===== src/hw/rtl/weighted_group_fifo_defines.svh =====
// Assertion macros used by the queue core RTL.
// Each macro expects a clock named i_clk and an active-low reset named i_rst_n in scope.
`ifndef WEIGHTED_GROUP_FIFO_DEFINES_SVH
`define WEIGHTED_GROUP_FIFO_DEFINES_SVH

// The consequent must hold in the same cycle as the antecedent.
`define WGF_ASSERT_NOW(lbl, ante, cons) \
    lbl: assert property (@(posedge i_clk) disable iff (!i_rst_n) (ante) |-> (cons)) \
        else $error("queue invariant violated");

// The consequent must hold in the cycle after the antecedent.
`define WGF_ASSERT_NEXT(lbl, ante, cons) \
    lbl: assert property (@(posedge i_clk) disable iff (!i_rst_n) (ante) |=> (cons)) \
        else $error("queue step check failed");

`endif


===== src/hw/rtl/wgf_pkg.sv =====
`timescale 1ns / 1ps

package wgf_pkg;

    localparam int DEPTH  = 16;
    localparam int AW     = $clog2(DEPTH);
    localparam int CW     = $clog2(DEPTH + 1);

    localparam int CMD_W  = 2;
    localparam int ID_W   = 10;
    localparam int SIZE_W = 8;
    localparam int STAMP_W = 32;
    localparam int STAT_W = 2;
    localparam int SLOT_W = 4;
    localparam int SUM_W  = 12;
    localparam int CLS_W  = 2;

    localparam logic [CMD_W-1:0] CMD_ENQ   = 2'd0;
    localparam logic [CMD_W-1:0] CMD_DEQ   = 2'd1;
    localparam logic [CMD_W-1:0] CMD_QUERY = 2'd2;

    localparam logic [STAT_W-1:0] ST_OK    = 2'd0;
    localparam logic [STAT_W-1:0] ST_FULL  = 2'd1;
    localparam logic [STAT_W-1:0] ST_EMPTY = 2'd2;

    localparam logic [CLS_W-1:0] CLS_BOTH    = 2'd0;
    localparam logic [CLS_W-1:0] CLS_TOUR    = 2'd1;
    localparam logic [CLS_W-1:0] CLS_COURIER = 2'd2;

    typedef struct packed {
        logic [STAMP_W-1:0] stamp;
        logic [SIZE_W-1:0]  size;
        logic               kind;
        logic [ID_W-1:0]    id;
    } t_entry;

    typedef struct packed {
        t_entry             ent;
        logic [CMD_W-1:0]   cmd;
    } t_in_item;

    typedef struct packed {
        logic               en;
        logic [AW-1:0]      addr;
        t_entry             ent;
    } t_wr_req;

    typedef struct packed {
        logic [CLS_W-1:0]   admit_class;
        logic [SUM_W-1:0]   persons_total;
        logic [ID_W-1:0]    head_id;
        logic               head_valid;
        logic [ID_W-1:0]    removed_id;
        logic [SLOT_W-1:0]  slot;
        logic [STAT_W-1:0]  status;
    } t_result;

    function automatic logic [AW-1:0] ptr_inc(input logic [AW-1:0] p);
        logic [AW-1:0] r;
        if (p == AW'(DEPTH - 1)) begin
            r = '0;
        end else begin
            r = p + AW'(1);
        end
        return r;
    endfunction

endpackage


===== src/hw/rtl/wgf_store.sv =====
`timescale 1ns / 1ps

// Entry memory: one write port, two registered read ports. A write that hits
// a read address in the same cycle is forwarded, so the read data always
// reflects the memory after that edge.
module wgf_store (
    input  logic                 i_clk,
    input  wgf_pkg::t_wr_req     i_wr,
    input  logic [wgf_pkg::AW-1:0] i_rd_head_addr,
    input  logic [wgf_pkg::AW-1:0] i_rd_next_addr,
    output wgf_pkg::t_entry      o_head_ent,
    output wgf_pkg::t_entry      o_next_ent
);
    import wgf_pkg::*;

    t_entry r_mem [DEPTH];
    t_entry r_head_ent;
    t_entry r_next_ent;

    always_ff @(posedge i_clk) begin
        if (i_wr.en) begin
            r_mem[i_wr.addr] <= i_wr.ent;
        end
    end

    always_ff @(posedge i_clk) begin
        if (i_wr.en && (i_wr.addr == i_rd_head_addr)) begin
            r_head_ent <= i_wr.ent;
        end else begin
            r_head_ent <= r_mem[i_rd_head_addr];
        end
        if (i_wr.en && (i_wr.addr == i_rd_next_addr)) begin
            r_next_ent <= i_wr.ent;
        end else begin
            r_next_ent <= r_mem[i_rd_next_addr];
        end
    end

    assign o_head_ent = r_head_ent;
    assign o_next_ent = r_next_ent;

endmodule


===== src/hw/rtl/wgf_core.sv =====
`timescale 1ns / 1ps
`include "weighted_group_fifo_defines.svh"

// Pointers, counters and the per-command result logic.
module wgf_core (
    input  logic                   i_clk,
    input  logic                   i_rst_n,
    input  logic                   i_step,
    input  wgf_pkg::t_in_item      i_item,
    input  wgf_pkg::t_entry        i_head_ent,
    input  wgf_pkg::t_entry        i_next_ent,
    output wgf_pkg::t_wr_req       o_wr,
    output logic [wgf_pkg::AW-1:0] o_rd_head_addr,
    output logic [wgf_pkg::AW-1:0] o_rd_next_addr,
    output wgf_pkg::t_result       o_result
);
    import wgf_pkg::*;

    logic [AW-1:0]    r_head, n_head;
    logic [AW-1:0]    r_tail, n_tail;
    logic [CW-1:0]    r_fill, n_fill;
    logic [SUM_W-1:0] r_sum, n_sum;
    logic [CW-1:0]    r_tours, n_tours;

    logic             w_wr_ok;
    logic [ID_W-1:0]  w_hid;
    logic [AW-1:0]    w_head_addr;
    t_result          w_res;

    always_comb begin
        n_head  = r_head;
        n_tail  = r_tail;
        n_fill  = r_fill;
        n_sum   = r_sum;
        n_tours = r_tours;
        w_wr_ok = 1'b0;
        w_hid   = i_head_ent.id;
        w_res   = '0;
        w_res.status = ST_OK;

        case (i_item.cmd)
            CMD_ENQ: begin
                if (r_fill == CW'(DEPTH)) begin
                    w_res.status = ST_FULL;
                end else begin
                    w_wr_ok    = 1'b1;
                    w_res.slot = SLOT_W'(r_tail);
                    n_tail     = ptr_inc(r_tail);
                    n_fill     = r_fill + CW'(1);
                    n_sum      = r_sum + SUM_W'(i_item.ent.size);
                    n_tours    = r_tours + CW'(i_item.ent.kind);
                    // Into an empty queue the new entry becomes the head.
                    if (r_fill == '0) begin
                        w_hid = i_item.ent.id;
                    end
                end
            end
            CMD_DEQ: begin
                if (r_fill == '0) begin
                    w_res.status = ST_EMPTY;
                end else begin
                    w_res.removed_id = i_head_ent.id;
                    n_fill = r_fill - CW'(1);
                    w_hid  = i_next_ent.id;
                    if (r_fill == CW'(1)) begin
                        n_head  = '0;
                        n_tail  = '0;
                        n_sum   = '0;
                        n_tours = '0;
                    end else begin
                        n_head  = ptr_inc(r_head);
                        n_sum   = r_sum - SUM_W'(i_head_ent.size);
                        n_tours = r_tours - CW'(i_head_ent.kind);
                    end
                end
            end
            default: begin
                // Status query and the unused code leave the state alone.
            end
        endcase

        w_res.head_valid = (n_fill != '0);
        w_res.head_id    = w_res.head_valid ? w_hid : '0;
        w_res.persons_total = w_res.head_valid ? n_sum : '0;
        if (!w_res.head_valid) begin
            w_res.admit_class = CLS_BOTH;
        end else if (n_tours != '0) begin
            w_res.admit_class = CLS_TOUR;
        end else begin
            w_res.admit_class = CLS_COURIER;
        end
    end

    always_ff @(posedge i_clk) begin
        if (!i_rst_n) begin
            r_head  <= '0;
            r_tail  <= '0;
            r_fill  <= '0;
            r_sum   <= '0;
            r_tours <= '0;
        end else if (i_step) begin
            r_head  <= n_head;
            r_tail  <= n_tail;
            r_fill  <= n_fill;
            r_sum   <= n_sum;
            r_tours <= n_tours;
        end
    end

    // The read ports track the head as it will be after this edge.
    assign w_head_addr    = i_step ? n_head : r_head;
    assign o_rd_head_addr = w_head_addr;
    assign o_rd_next_addr = ptr_inc(w_head_addr);

    assign o_wr.en   = i_step && w_wr_ok;
    assign o_wr.addr = r_tail;
    assign o_wr.ent  = i_item.ent;

    assign o_result = w_res;

    `WGF_ASSERT_NOW(a_fill_bound, 1'b1, r_fill <= CW'(DEPTH))
    `WGF_ASSERT_NOW(a_empty_clean, r_fill == '0,
        (r_head == '0) && (r_tail == '0) && (r_sum == '0) && (r_tours == '0))
    `WGF_ASSERT_NOW(a_tours_bound, 1'b1, r_tours <= r_fill)
    `WGF_ASSERT_NOW(a_ptr_span, 1'b1, r_tail == AW'(r_head + r_fill[AW-1:0]))
    `WGF_ASSERT_NEXT(a_full_holds, i_step && (i_item.cmd == CMD_ENQ) && (r_fill == CW'(DEPTH)),
        $stable(r_tail) && $stable(r_fill))

endmodule


===== src/hw/rtl/weighted_group_fifo.sv =====
`timescale 1ns / 1ps

// Channel   Direction  tdata fields (low bit up)                 tuser fields
// s_axis    in         entry_id, group_size, stamp               command, group_kind
// m_axis    out        status, slot, removed_id, head_valid,     -
//                      head_id, persons_total, admit_class
//
// One item per cycle is sustained while m_axis_tready holds: an accepted item sits in
// the input register until the queue state and the result register update together.
// Each item goes from the input register to the result register, which drives m_axis.
// The entry memory's registered read ports are pointed at the next head, so no read wait
// is added.
// A stalled result holds the input register, and the input register empties as soon as
// its item moves on.
// Reset is synchronous and active low; it empties the queue, and no clearing pass is made.
module weighted_group_fifo (
    input  logic        i_clk,
    input  logic        i_rst_n,
    input  logic        s_axis_tvalid,
    output logic        s_axis_tready,
    input  logic [55:0] s_axis_tdata,   // entry_id, group_size, stamp, zero pad
    input  logic [2:0]  s_axis_tuser,   // command, group_kind
    output logic        m_axis_tvalid,
    input  logic        m_axis_tready,
    output logic [47:0] m_axis_tdata    // status, slot, removed_id, head_valid, head_id,
                                        // persons_total, admit_class, zero pad
);
    import wgf_pkg::*;

    t_in_item r_in;
    logic     r_in_vld;
    t_result  r_out;
    logic     r_out_vld;

    logic     w_step;
    logic     w_take;
    t_wr_req  w_wr;
    logic [AW-1:0] w_rd_head_addr;
    logic [AW-1:0] w_rd_next_addr;
    t_entry   w_head_ent;
    t_entry   w_next_ent;
    t_result  w_res;

    assign w_step        = r_in_vld && (!r_out_vld || m_axis_tready);
    assign s_axis_tready = !r_in_vld || w_step;
    assign w_take        = s_axis_tvalid && s_axis_tready;

    always_ff @(posedge i_clk) begin
        if (!i_rst_n) begin
            r_in_vld  <= 1'b0;
            r_out_vld <= 1'b0;
        end else begin
            if (w_take) begin
                r_in_vld <= 1'b1;
            end else if (w_step) begin
                r_in_vld <= 1'b0;
            end
            if (w_step) begin
                r_out_vld <= 1'b1;
            end else if (m_axis_tready) begin
                r_out_vld <= 1'b0;
            end
        end
    end

    always_ff @(posedge i_clk) begin
        if (w_take) begin
            r_in.cmd       <= s_axis_tuser[1:0];
            r_in.ent.kind  <= s_axis_tuser[2];
            r_in.ent.id    <= s_axis_tdata[9:0];
            r_in.ent.size  <= s_axis_tdata[17:10];
            r_in.ent.stamp <= s_axis_tdata[49:18];
        end
        if (w_step) begin
            r_out <= w_res;
        end
    end

    wgf_core u_core (
        .i_clk          (i_clk),
        .i_rst_n        (i_rst_n),
        .i_step         (w_step),
        .i_item         (r_in),
        .i_head_ent     (w_head_ent),
        .i_next_ent     (w_next_ent),
        .o_wr           (w_wr),
        .o_rd_head_addr (w_rd_head_addr),
        .o_rd_next_addr (w_rd_next_addr),
        .o_result       (w_res)
    );

    wgf_store u_store (
        .i_clk          (i_clk),
        .i_wr           (w_wr),
        .i_rd_head_addr (w_rd_head_addr),
        .i_rd_next_addr (w_rd_next_addr),
        .o_head_ent     (w_head_ent),
        .o_next_ent     (w_next_ent)
    );

    assign m_axis_tvalid = r_out_vld;
    assign m_axis_tdata  = {7'd0, r_out};

endmodule

===== config.mk =====
export PLATFORM = sky130hd
export DESIGN_NAME = weighted_group_fifo
export DESIGN_NICKNAME = d
export VERILOG_FILES = /design/src/hw/rtl/wgf_pkg.sv /design/src/hw/rtl/wgf_store.sv /design/src/hw/rtl/wgf_core.sv /design/src/hw/rtl/weighted_group_fifo.sv
export VERILOG_INCLUDE_DIRS = /design/src /design/src/hw/rtl
export SDC_FILE = /design/constraint.sdc
export NUM_CORES = 1
export LEC_CHECK = 0
export BUFFER_PORTS_ARGS = -buffer_cell sky130_fd_sc_hd__buf_4
export CORE_UTILIZATION = 30
export CTS_CLUSTER_DIAMETER = 50
export DETAILED_ROUTE_END_ITERATION = 8
export GPL_TIMING_DRIVEN = 0
export PLACE_DENSITY = 0.46
export SYNTH_ARGS = -nofsm -noshare
export SYNTH_HDL_FRONTEND = slang
export SYNTH_HIERARCHICAL = 1
export SYNTH_SLANG_ARGS = --single-unit

===== constraint.sdc =====
create_clock -name i_clk -period 8 [get_ports i_clk]
set_clock_uncertainty 0.05 [all_clocks]
set_input_delay 0 -clock i_clk [delete_from_list [all_inputs] [get_ports i_clk]]
set_output_delay 0 -clock i_clk [all_outputs]
set_load 0.02 [all_outputs]

# Yosys cells after proc, flatten, opt, wreduce, memory -nomap -nowiden
# Memories as Yosys holds them, arrays and structs flattened.
# Index checks and enable logic that the tools add are counted.
totals:
  reg_bits: 155
  ramBits: 816
  inputBits: 63
  output_inout_bits: 50
  elab_cells: 105
  memories: 1
memory_table:
  columns: ["name", "depth", "width", "rd", "rd_clocked_by_memory_dff", "wr", "line_no", "rtl"]
  rows:
  - ["u_store.r_mem", 16, 51, 2, 0, 1, "wgf_store.sv:16", "t_entry r_mem [DEPTH];"]
classes:
  add_sub_neg: 9
  eq_ne: 11
  muxes: 40
  n_bitwise: 2
  reduce_logical: 19
ops:
  columns: ["op", "count"]
  rows:
  - ["2-to-1 mux 10 bit", 4]
  - ["2-to-1 mux 4 bit", 10]
  - ["2-to-1 mux 12 bit", 3]
  - ["2-to-1 mux 5 bit", 5]
  - ["one-hot mux 12 bit (2 select lines)", 1]
  - ["one-hot mux 10 bit (2 select lines)", 1]
  - ["one-hot mux 5 bit (2 select lines)", 2]
  - ["2-to-1 mux 19 bit", 1]
  - ["adder 12 x 8 -> 12 bit", 1]
  - ["adder 4 x 1 -> 4 bit, second input constant", 3]
  - ["equality test 4 bit, second input constant", 3]
  - ["subtractor 12 x 8 -> 12 bit", 1]
  - ["nonzero test 5 bit", 2]
  - ["2-to-1 mux 1 bit", 9]
  - ["equality test 4 bit", 2]
  - ["one-hot mux 4 bit (2 select lines)", 1]
  - ["nonzero test 2 bit", 3]
  - ["adder 5 x 1 -> 5 bit", 1]
  - ["adder 5 x 1 -> 5 bit, second input constant", 1]
  - ["equality test 5 x 1 -> 1 bit, second input constant", 1]
  - ["equality test 5 bit, second input constant", 1]
  - ["logical AND 1 bit", 5]
  - ["logical NOT 5 bit", 1]
  - ["AND reduction 5 bit", 1]
  - ["other kinds (12)", 18]

# Depth between registers and ports, before layout
# Gate-level depths: netlist (run 1).
logic_depth:
  ltp_word: 11
  ltp_mapped: 15
  ltp_nobuf: 12

# By module
# Netlist (run 1), hierarchy kept.
by_module_without_submodules:
  columns: ["mod", "instances", "cells_each", "area_per_inst_um2", "seq_area_each_um2"]
  rows:
  - ["wgf_store", 1, 1707, 36663.9, 24663.7]
  - ["wgf_core", 1, 527, 3880.0, 600.6]
  - ["weighted_group_fifo", 1, 111, 2982.9, 2862.7]

# Worst setup path after synthesis (run 1)
# Ideal clock, no wire load.
synth_path:
  kind: "register to register"
  from: "register r_out_vld, in the netlist m_axis_tvalid"
  to: "memory u_store/r_mem[0][0] (netlist bit) (enable)"
  setup_ns: 0.522
  t_arrival_ns: 7.116
  required_time_ns: 7.428
  slack_ns: 0.311
  path_stages_with_launch: 8
  path_buffers: 1
  period_less_slack_ns: 7.689
  cell_sequence: "dfxtp_1 -> nor2b_4 -> nor2b_1 -> inv_1 -> clkbuf_1 -> nor2_1 -> or3b_2 -> nor3_1"
synth_rtl:
  columns: ["item", "line_no", "rtl"]
  rows:
  - ["start: declaration", "weighted_group_fifo.sv:33", "logic r_out_vld;"]
  - ["start signal: assignment", "weighted_group_fifo.sv:51", "r_out_vld <= 1'b0;"]
  - ["start signal: assignment", "weighted_group_fifo.sv:59", "r_out_vld <= 1'b1;"]
  - ["start signal: assignment", "weighted_group_fifo.sv:61", "r_out_vld <= 1'b0;"]
  - ["end: declaration", "wgf_store.sv:16", null]

==> metrics.md, run 1 <==
| Metric | Value |
|---|---|
| Vias in the first global route | 11400 |
| Largest net degree at the start of global routing | 30 |
| Area Overhead vs Synth | 19.6% |
| DR DRC count | 0 |
| Final Max Tran Viols | 0 |
| Grt ovf | 0 |
| Iteration-0 DRC Markers | 795 |
| Share of post-route cells with drive strength above 1 | 0.265 |
| Setup Fix Bufs, Post-CTS | 0 |
| CP Data Required Time | 8.25 ns |
| CTS Root Cell | clkbuf_16 |
| Num CTS Buffers | 46 |
| RSZ-0062 raised after global routing | false |
| Routability cong. | 0.847 |
| Critical path type | reg2reg |
| First-pass GRT wire length | 74.9 mm |
| Final Critical Period | 4.27 ns |
| Row Count | 90 |
| Fin cells | 2166 |
| Syn avg cell area | 15.7 µm² |
| Initial Util | 0.306 |
| Via-to-Cell Ratio | 5.22 |
| Fmax | 234 MHz |
| Cell Area, Synth | 18600 µm² |
| Final ANT Viol Nets | 0 |
| Routed wire length per instance | 23.5 µm |
| Crit path max fanout | 10 |
| MaxCap Viol Count | 0 |
| Slew @ Worst Pin | 1.12 ns |
| DP HPWL | 35.0 mm |
| TritonCTS clock tree | built |
| H-tree level count | 2 |
| HP Class | in2reg |
| Total power | 4820 µW |
| Cell count after synthesis | 1184 |
| Startpoint types | flip-flop |
| YS warnings | 6 |
| Hold Violations, Final | 0 |
| CP endpoint kind | flip-flop |
| Die area | 63100 µm² |
| Tot GR Track Use | 0.161 |
| Buffers on Ports | 67 |
| Clock Sinks | 406 |
| Placed cell count | 2057 |
| Antenna violations before repair | 0 |
| Final WS setup | 3.73 ns |
| Power density over cell area | 216 nW/µm² |
| Vias | 11300 |
| Resized cells post-CTS | 0 |
| Ports | 113 |
| Core area | 60800 µm² |
| Peak supply drop | 0.141 mV |
| Setup violators final | 0 |
| 1st-pass router iterations | 7 |
| Die width | 251 µm |
| Worst-path clk slew | 0.06 ns |
| Max Root-Sink Buffers | 3 |
| Worst rel slew slack | 0.250 |
| Clk_lat worst skew | 0.58 ns |
| Pre-CTS setup slack | 3.72 ns |
| Die H | 251 µm |
| Cts hold-fix bufs | 26 |
| CP arrival | 4.52 ns |
| Tcrit/Tclk final | 0.534 |
| Final-stage net count | 1441 |
| Drt total wl | 51.0 mm |
| Status | complete, no violations |
| N_diodes | 0 |
| Leakage | 0.00746 µW |
## per-stage QoR
step,TNS [ns],utilization,cell area (µm²),hold slack [ns]
6_report,0,0.366,22300,0.0959
3_5_place_dp,0,0.338,20500,0.129
3_3_place_gp,-42.23,0.331,20100,0.128
5_1_grt,0,0.366,22300,0.0765
4_1_cts,0,0.366,22300,0.0491
2_1_floorplan,0,-,18700,0.0489
## flip-flops by register name (all words and copies together) (netlist names), named ones only
name	flops
m_axis_tdata	41
m_axis_tvalid	1
r_in	21
r_in_vld	1
u_core/r_fill	5
u_core/r_head	4
u_core/r_sum	12
u_core/r_tail	4
u_core/r_tours	5
u_store/r_mem	304
## cell usage in the layout, fill, tap and decap left out, types with 6 or more instances in the layout
cell           instances
a211oi_1               8
a21o_1                11
a21oi_1               32
a22oi_1               60
a31oi_1               11
and2_1                 9
and3_1                17
buf_1                 12
buf_2                 18
buf_4                101
buf_6                 20
buf_8                  7
bufinv_16              6
clkbuf_1              55
clkbuf_16             46
clkinv_1               8
clkinv_2               6
conb_1                 7
dfxtp_1               40
dlygate4sd3_1         26
edfxtp_1             366
ha_1                  27
inv_1                 24
mux2i_1                6
mux4_2               116
nand2_1               57
nand3_1               13
nand4_1                9
nor2_1                52
nor2_2                 8
nor2b_1                6
o21a_1                 9
o21ai_0               41
o221ai_1              10
o22ai_1               14
xnor2_1               11
## power by group
part,switching [µW],leakage (µW),internal [µW]
clock network,855,0.000723,1250
logic,212,0.00308,134
registers,18.5,0.00366,2340
## path summary, 6_finish.rpt
kind,start,end,slack (ns),depth (start not counted)
worst max-delay path,flip-flop,m_axis_tdata[36]$_DFFE_PP_,3.73,14
worst min-delay path,s_axis_tdata[4],r_in[6]$_DFFE_PP_,0.1,2
worst max register to register,flip-flop,m_axis_tdata[36]$_DFFE_PP_,3.73,14
worst min register to register,u_core/r_tours[4]$_SDFFE_PN0P_,u_core/r_tours[4]$_SDFFE_PN0P_,0.46,2
## area by class of cell
| type | count | area (µm²) |
|---|---|---|
| tap | 782 | 978 |
| sequential | 406 | 11800 |
| inverter | 26 | 97.6 |
| clock buffer | 55 | 1180 |
| fill | 5755 | 38500 |
| clock inverter | 28 | 314 |
| multi-input combinational | 634 | 6130 |
| buffer | 124 | 721 |
| timing repair buffer | 111 | 1070 |
## worst max-delay path: stages (launching register included)
cell	delay (ns)
dfxtp_1	0.30
buf_2	0.14
buf_2	0.25
buf_1	0.66
mux4_2	0.42
a22oi_1	0.20
nand2_1	0.11
inv_1	0.15
ha_1	0.24
nor2b_1	0.14
o2111ai_1	0.31
a32oi_1	0.25
o311a_1	0.33
a211oi_1	0.32
a21oi_1	0.11
## layer usage
layer  GRT usage  vias up  wire length [µm]
met5           0        -                 0
li1            -     5073                 -
met3      0.0377       70              3400
met1       0.217     5829             22400
met4      0.0484        0              1290
met2       0.259      325             23900
Power figures use the tool's default switching activity.
==> inputs of run 2 (changes only) <==
ABC_AREA = 1   (was not set)
PLACE_DENSITY = 0.44   (was 0.46)
clock period = 4.35 ns   (was 8 ns; I/O delays follow)
==> metrics.md, run 2 <==
| Metric | Value |
|---|---|
| CP endpoint kind | flip-flop |
| Ports | 113 (unchanged) |
| Initial Util | 0.304 (-0.00236) |
| Final Critical Period | 4.07 ns (-0.197 ns) |
| Die width | 266 µm (+5.9%) |
| Area Overhead vs Synth | 19.3% |
| Crit path max fanout | 24 (+14) |
| Worst reg-to-reg path cell count | 8 (-6) |
| Via-to-Cell Ratio | 4.75 (-8.9%) |
| Cell count after synthesis | 2437 (+110%) |
| Resized cells post-CTS | 0 (unchanged) |
| 1st-pass router iterations | 6 (-1) |
| Commonest non-fill, non-tap cells in the layout | nand2_1, nand3_1, inv_1 |
| Vias in the first global route | 16700 (+47%) |
| TritonCTS clock tree | built |
| Logic gate share of total power | 0.100 (+0.028) |
| CP Data Required Time | 4.60 ns (-3.65 ns) |
| RSZ-0062 raised after global routing | false |
| Row Count | 96 (+6.7%) |
| Flop pwr share | 0.440 (-0.050) |
| Grt ovf | 0 (unchanged) |
| Highest routed metal layer | met4 |
| Cts hold-fix bufs | 26 (unchanged) |
| Total power | 9950 µW (+110%) |
| Hold Slack | 0.0632 ns (-0.0327 ns) |
| YS warnings | 6 (unchanged) |
| Syn avg cell area | 8.58 µm² (-45%) |
| Final Max Tran Viols | 0 (unchanged) |
| H-tree level count | 2 (unchanged) |
| Hold Path Depth | 2 (unchanged) |
| Antenna violations before repair | 1 (+1) |
| Setup violators final | 0 (unchanged) |
| N_diodes | 0 (unchanged) |
| Max reg flops | 304 (unchanged) |
| Fin cells | 3575 (+65%) |
| Routed wire length per instance | 20.2 µm (-14%) |
| CTS Root Cell | clkbuf_16 |
| Leakage | 0.0109 µW (+46%) |
| Metal3 WL | 3.96 mm (+17%) |
| Peak supply drop | 0.234 mV (+66%) |
| Setup TNS | 0 ns (unchanged) |
| Core area | 68800 µm² (+13%) |
| DP HPWL | 52.7 mm (+51%) |
| Cell Area, Synth | 20900 µm² (+12%) |
| Power density over cell area | 399 nW/µm² (+84%) |
| Hold Violations, Final | 0 (unchanged) |
| Met2 Wirelength | 32.6 mm (+37%) |
| Commonest non-fill, non-tap cell in the layout | nand2_1 |
| Switching Share | 0.254 (+0.0288) |
| Tot GR Track Use | 0.204 (+0.0431) |
| Die H | 266 µm (+5.9%) |
| Fmax | 246 MHz (+4.8%) |
| Worst-path clk slew | 0.06 ns (about the same) |
| DR DRC count | 0 (unchanged) |
| Placed cell count | 3447 (+68%) |
| Share of post-route cells with drive strength above 1 | 0.123 (-0.143) |
| Setup Fix Bufs, Post-CTS | 0 (unchanged) |
| Clock Sinks | 406 (unchanged) |
| Met1 WL | 32.4 mm (+45%) |
| Num CTS Buffers | 57 (+24%) |
| Buffers on Ports | 67 (unchanged) |
| First-pass GRT wire length | 106 mm (+42%) |
| HP Class | in2reg |
| Largest net degree at the start of global routing | 26 (-13%) |
| Iteration-0 DRC Markers | 1435 (+81%) |
| Vias | 17000 (+50%) |
| Max Root-Sink Buffers | 3 (unchanged) |
| Worst rel slew slack | 0.307 (+0.0569) |
| MaxCap Viol Count | 0 (unchanged) |
| Final ANT Viol Nets | 0 (unchanged) |
| Top reg by flops | u_store/r_mem |
| Fill count | 7046 (+22%) |
| Drt total wl | 72.1 mm (+41%) |
| Die area | 70800 µm² (+12%) |
| Slew @ Worst Pin | 1.04 ns (-0.0778 ns) |
| Clk_lat worst skew | 0.61 ns (+0.03 ns) |
| CP arrival | 4.32 ns (-0.20 ns) |
| Status | complete, no violations |
| Psw | 2530 µW (+130%) |
| Final-stage net count | 2693 (+87%) |
| Critical path type | reg2reg |
| Startpoint types | flip-flop |
| Routability cong. | 0.921 (+8.8%) |
| Internal | 7420 µW (+99%) |
| Clock Power Share | 0.460 (+0.022) |
| Tcrit/Tclk final | 0.936 (+0.402) |
[run 2: per-stage QoR]
step / utilization / worst slack [ns] / area (µm²)
2_1_floorplan: - / 0.387 / 20900
3_3_place_gp: 0.329 / -2.28 / 22600
3_5_place_dp: 0.332 / 0.291 / 22900
4_1_cts: 0.363 / 0.218 / 25000
5_1_grt: 0.363 / 0.114 / 25000
6_report: 0.363 / 0.278 / 25000
[run 2: worst max-delay path, stage by stage (launching register included)]
cell      delay (ns)
dfxtp_1         0.34
inv_1           0.08
a21oi_4         0.64
inv_1           0.36
clkbuf_1        0.38
nor2_1          0.46
nand3_1         0.37
nor2_2          0.79
buf_16          0.23
[run 2: path summary, 6_finish.rpt]
| path | end | from | slack, ns |
|---|---|---|---|
| setup reg to reg | u_store/r_mem[15][16]$_DFFE_PP_ | r_in_vld$_SDFFE_PN0P_ | 0.28 |
| hold reg to reg | u_core/r_tours[0]$_SDFFE_PN0P_ | u_core/r_tours[0]$_SDFFE_PN0P_ | 0.46 |
| setup / recovery | u_store/r_mem[15][16]$_DFFE_PP_ | r_in_vld$_SDFFE_PN0P_ | 0.28 |
| hold / removal | r_in[2]$_DFFE_PP_ | s_axis_tdata[0] | 0.06 |
[run 2: cell type report]
| cell class | instances | area (µm²) | share of cell area |
|---|---|---|---|
| Sequential cell | 406 | 11800 | 0.472 |
| Multi-Input combinational cell | 1392 | 6580 | 0.264 |
| Inverter | 416 | 1560 | 0.0627 |
| Clock buffer | 67 | 1460 | 0.0586 |
| Tap cell | 931 | 1160 | 0.0467 |
| Buffer | 229 | 1110 | 0.0445 |
| Timing Repair Buffer | 99 | 908 | 0.0364 |
| Clock inverter | 35 | 377 | 0.0151 |
[run 2: metal layers]
layer | GRT usage | vias up
met2 | 0.327 | 515
met4 | 0.0888 | 0
met3 | 0.0289 | 149
li1 | - | 8123
met5 | 0 | -
met1 | 0.275 | 8190
[run 2: power by group through the flow]
stage / clock [µW] / combinational (µW) / sequential, µW
final: 4580 / 992 / 4380
after global placement: 0 / 961 / 4460
after global routing: 4840 / 1100 / 4380
after detailed placement: 0 / 974 / 4460
after CTS: 4680 / 997 / 4380
after floorplan: 0 / 594 / 4480
==> inputs of run 3 (changes only) <==
ABC_AREA = 0   (was 1)
==> metrics.md, run 3 (synthesized netlist as in run 1, its figures left out) <==
| Metric | Value |
|---|---|
| Die area | 63100 µm² (-11%) |
| H-tree level count | 2 (unchanged) |
| Area Overhead vs Synth | 20.8% |
| Core area | 60800 µm² (-12%) |
| Final Max Tran Viols | 0 (unchanged) |
| Fmax | 242 MHz (-1.6%) |
| Top delay family on crit path | simple AND/OR/NAND/NOR gates |
| Ports | 113 (unchanged) |
| CP endpoint kind | flip-flop |
| Power density over cell area | 406 nW/µm² (+1.9%) |
| Cell chain of the critical path | buf_2 > buf_2 > buf_1 > mux4_2 > a22oi_1 > nand2_1 > ha_1 > ha_1 > o2111ai_1 > a32oi_1 > or4_1 > nor3_2 > nor2_1 |
| RSZ-0062 raised after global routing | false |
| Clk_lat worst skew | 0.59 ns (-0.02 ns) |
| Drt total wl | 51.2 mm (-29%) |
| Max stage delay cell, worst path | buf_1 |
| Max Root-Sink Buffers | 3 (unchanged) |
| Leakage | 0.00758 µW (-30%) |
| CTS Root Cell | clkbuf_16 |
| Largest net degree at the start of global routing | 30 (+15%) |
| TritonCTS clock tree | built |
| Vias in the first global route | 11300 (-32%) |
| Crit path buf inv count | 3 (-1) |
| Startpoint types | flip-flop |
| Routability cong. | 0.851 (-7.7%) |
| Via-to-Cell Ratio | 5.26 (+11%) |
| Final ANT Viol Nets | 0 (unchanged) |
| Worst rel slew slack | 0.352 (+0.0444) |
| First-pass GRT wire length | 74.6 mm (-30%) |
| Share of post-route cells with drive strength above 1 | 0.276 (+0.153) |
| Vias | 11400 (-33%) |
| Critical path type | reg2reg |
| Buffers on Ports | 67 (unchanged) |
| Commonest non-fill, non-tap cell in the layout | edfxtp_1 |
| Tot GR Track Use | 0.162 (-0.0429) |
| Iteration-0 DRC Markers | 870 (-39%) |
| DR DRC count | 0 (unchanged) |
| Util after Layout | 0.370 (+0.00721) |
| Num CTS Buffers | 48 (-16%) |
| Hold Violations, Final | 0 (unchanged) |
| Crit path max fanout | 10 (-58%) |
| Final Critical Period | 4.14 ns (+0.0652 ns) |
| Tcrit/Tclk final | 0.951 (+0.0150) |
| Max reg flops | 304 (unchanged) |
| HP Class | in2reg |
| CP Data Required Time | 4.62 ns (+0.02 ns) |
| Initial Util | 0.306 (+0.00236) |
| Die H | 251 µm (-5.6%) |
| N_diodes | 0 (unchanged) |
| Total power | 9130 µW (-8.2%) |
| Routed wire length per instance | 23.6 µm (+17%) |
| Setup TNS | 0 ns (unchanged) |
| Slew @ Worst Pin | 0.965 ns (-0.0729 ns) |
| Row Count | 90 (-6.3%) |
| DP HPWL | 35.4 mm (-33%) |
| Grt ovf | 0 (unchanged) |
| Final Instance Area | 22500 µm² (-9.9%) |
| Top reg by flops | u_store/r_mem |
| Antenna violations before repair | 0 (-1) |
| Status | complete, no violations |
| Peak supply drop | 0.252 mV (+7.3%) |
| Hold Slack | 0.0871 ns (+0.0239 ns) |
| Max stage delay on crit path | 0.63 ns (-0.16 ns) |
| MaxCap Viol Count | 0 (unchanged) |
| Die width | 251 µm (-5.6%) |
| CP arrival | 4.40 ns (+0.08 ns) |
| Post-DP Area | 20600 µm² (-10%) |
| Commonest non-fill, non-tap cells in the layout | edfxtp_1, mux4_2, buf_4 |
| Clock Sinks | 406 (unchanged) |
| Setup violators final | 0 (unchanged) |
| Worst-path clk slew | 0.06 ns (about the same) |
| 1st-pass router iterations | 5 (-1) |
| Final-stage net count | 1443 (-46%) |
==> run 3: changes by cell type in the layout (fill, tap and decap cells not counted), moves of 35 or more <==
cell	before	now
buf_2	96	17
nand3_1	457	13
mux4_2	0	116
a22oi_1	0	60
nand2_1	625	57
clkbuf_1	87	52
inv_1	404	24
nor2_1	90	52
==> run 3: metal layers <==
metal | share of wire | up-vias | GRT usage
met1 | 0.46 | 5923 | 0.225
li1 | - | 5081 | -
met2 | 0.47 | 338 | 0.259
met5 | 0 | - | 0
met4 | 0.024 | 0 | 0.0441
met3 | 0.056 | 72 | 0.0282
==> run 3: where the power goes <==
part | switching (µW) | leakage, µW | internal, µW
Clock | 1630 | 0.000809 | 2520
Sequential | 34.6 | 0.00366 | 4310
Combinational | 393 | 0.00311 | 246
Total | 2060 | 0.00758 | 7080
==> run 3: cell type report <==
type / count / area (µm²)
inverters: 26 / 97.6
multi-input cells: 634 / 6130
well taps: 782 / 978
clock buffers: 59 / 1280
clock inverters: 30 / 364
fillers: 5761 / 38300
repair buffers: 112 / 1130
plain buffers: 123 / 723
flip-flops and latches: 406 / 11800
==> run 3: worst paths after layout <==
check             slack, ns                      startpoint                        endpoint  cells past startpoint
hold reg to reg        0.46  u_core/r_tours[4]$_SDFFE_PN0P_  u_core/r_tours[4]$_SDFFE_PN0P_                      2
hold / removal         0.09                s_axis_tdata[16]              r_in[19]$_DFFE_PP_                      2
setup reg to reg       0.21                       flip-flop      m_axis_tdata[39]$_DFFE_PP_                     13
setup / recovery       0.21                       flip-flop      m_axis_tdata[39]$_DFFE_PP_                     13
==> run 3: repair_timing <==
item,in CTS,in global routing
gates resized for setup,0,6
setup buffers,0,0
hold buffers,26,0
endpoints found under the setup margin,0,8
hold endpoints to repair,45,0
==> run 3: through the flow <==
step | worst slack [ns] | std cells
final | 0.213 | 2172
after detailed placement | 0.138 | 2058
after global placement | -2.85 | 2039
after floorplan | 0.0883 | 1190
after global routing | 0.00364 | 2172
after CTS | 0.107 | 2173
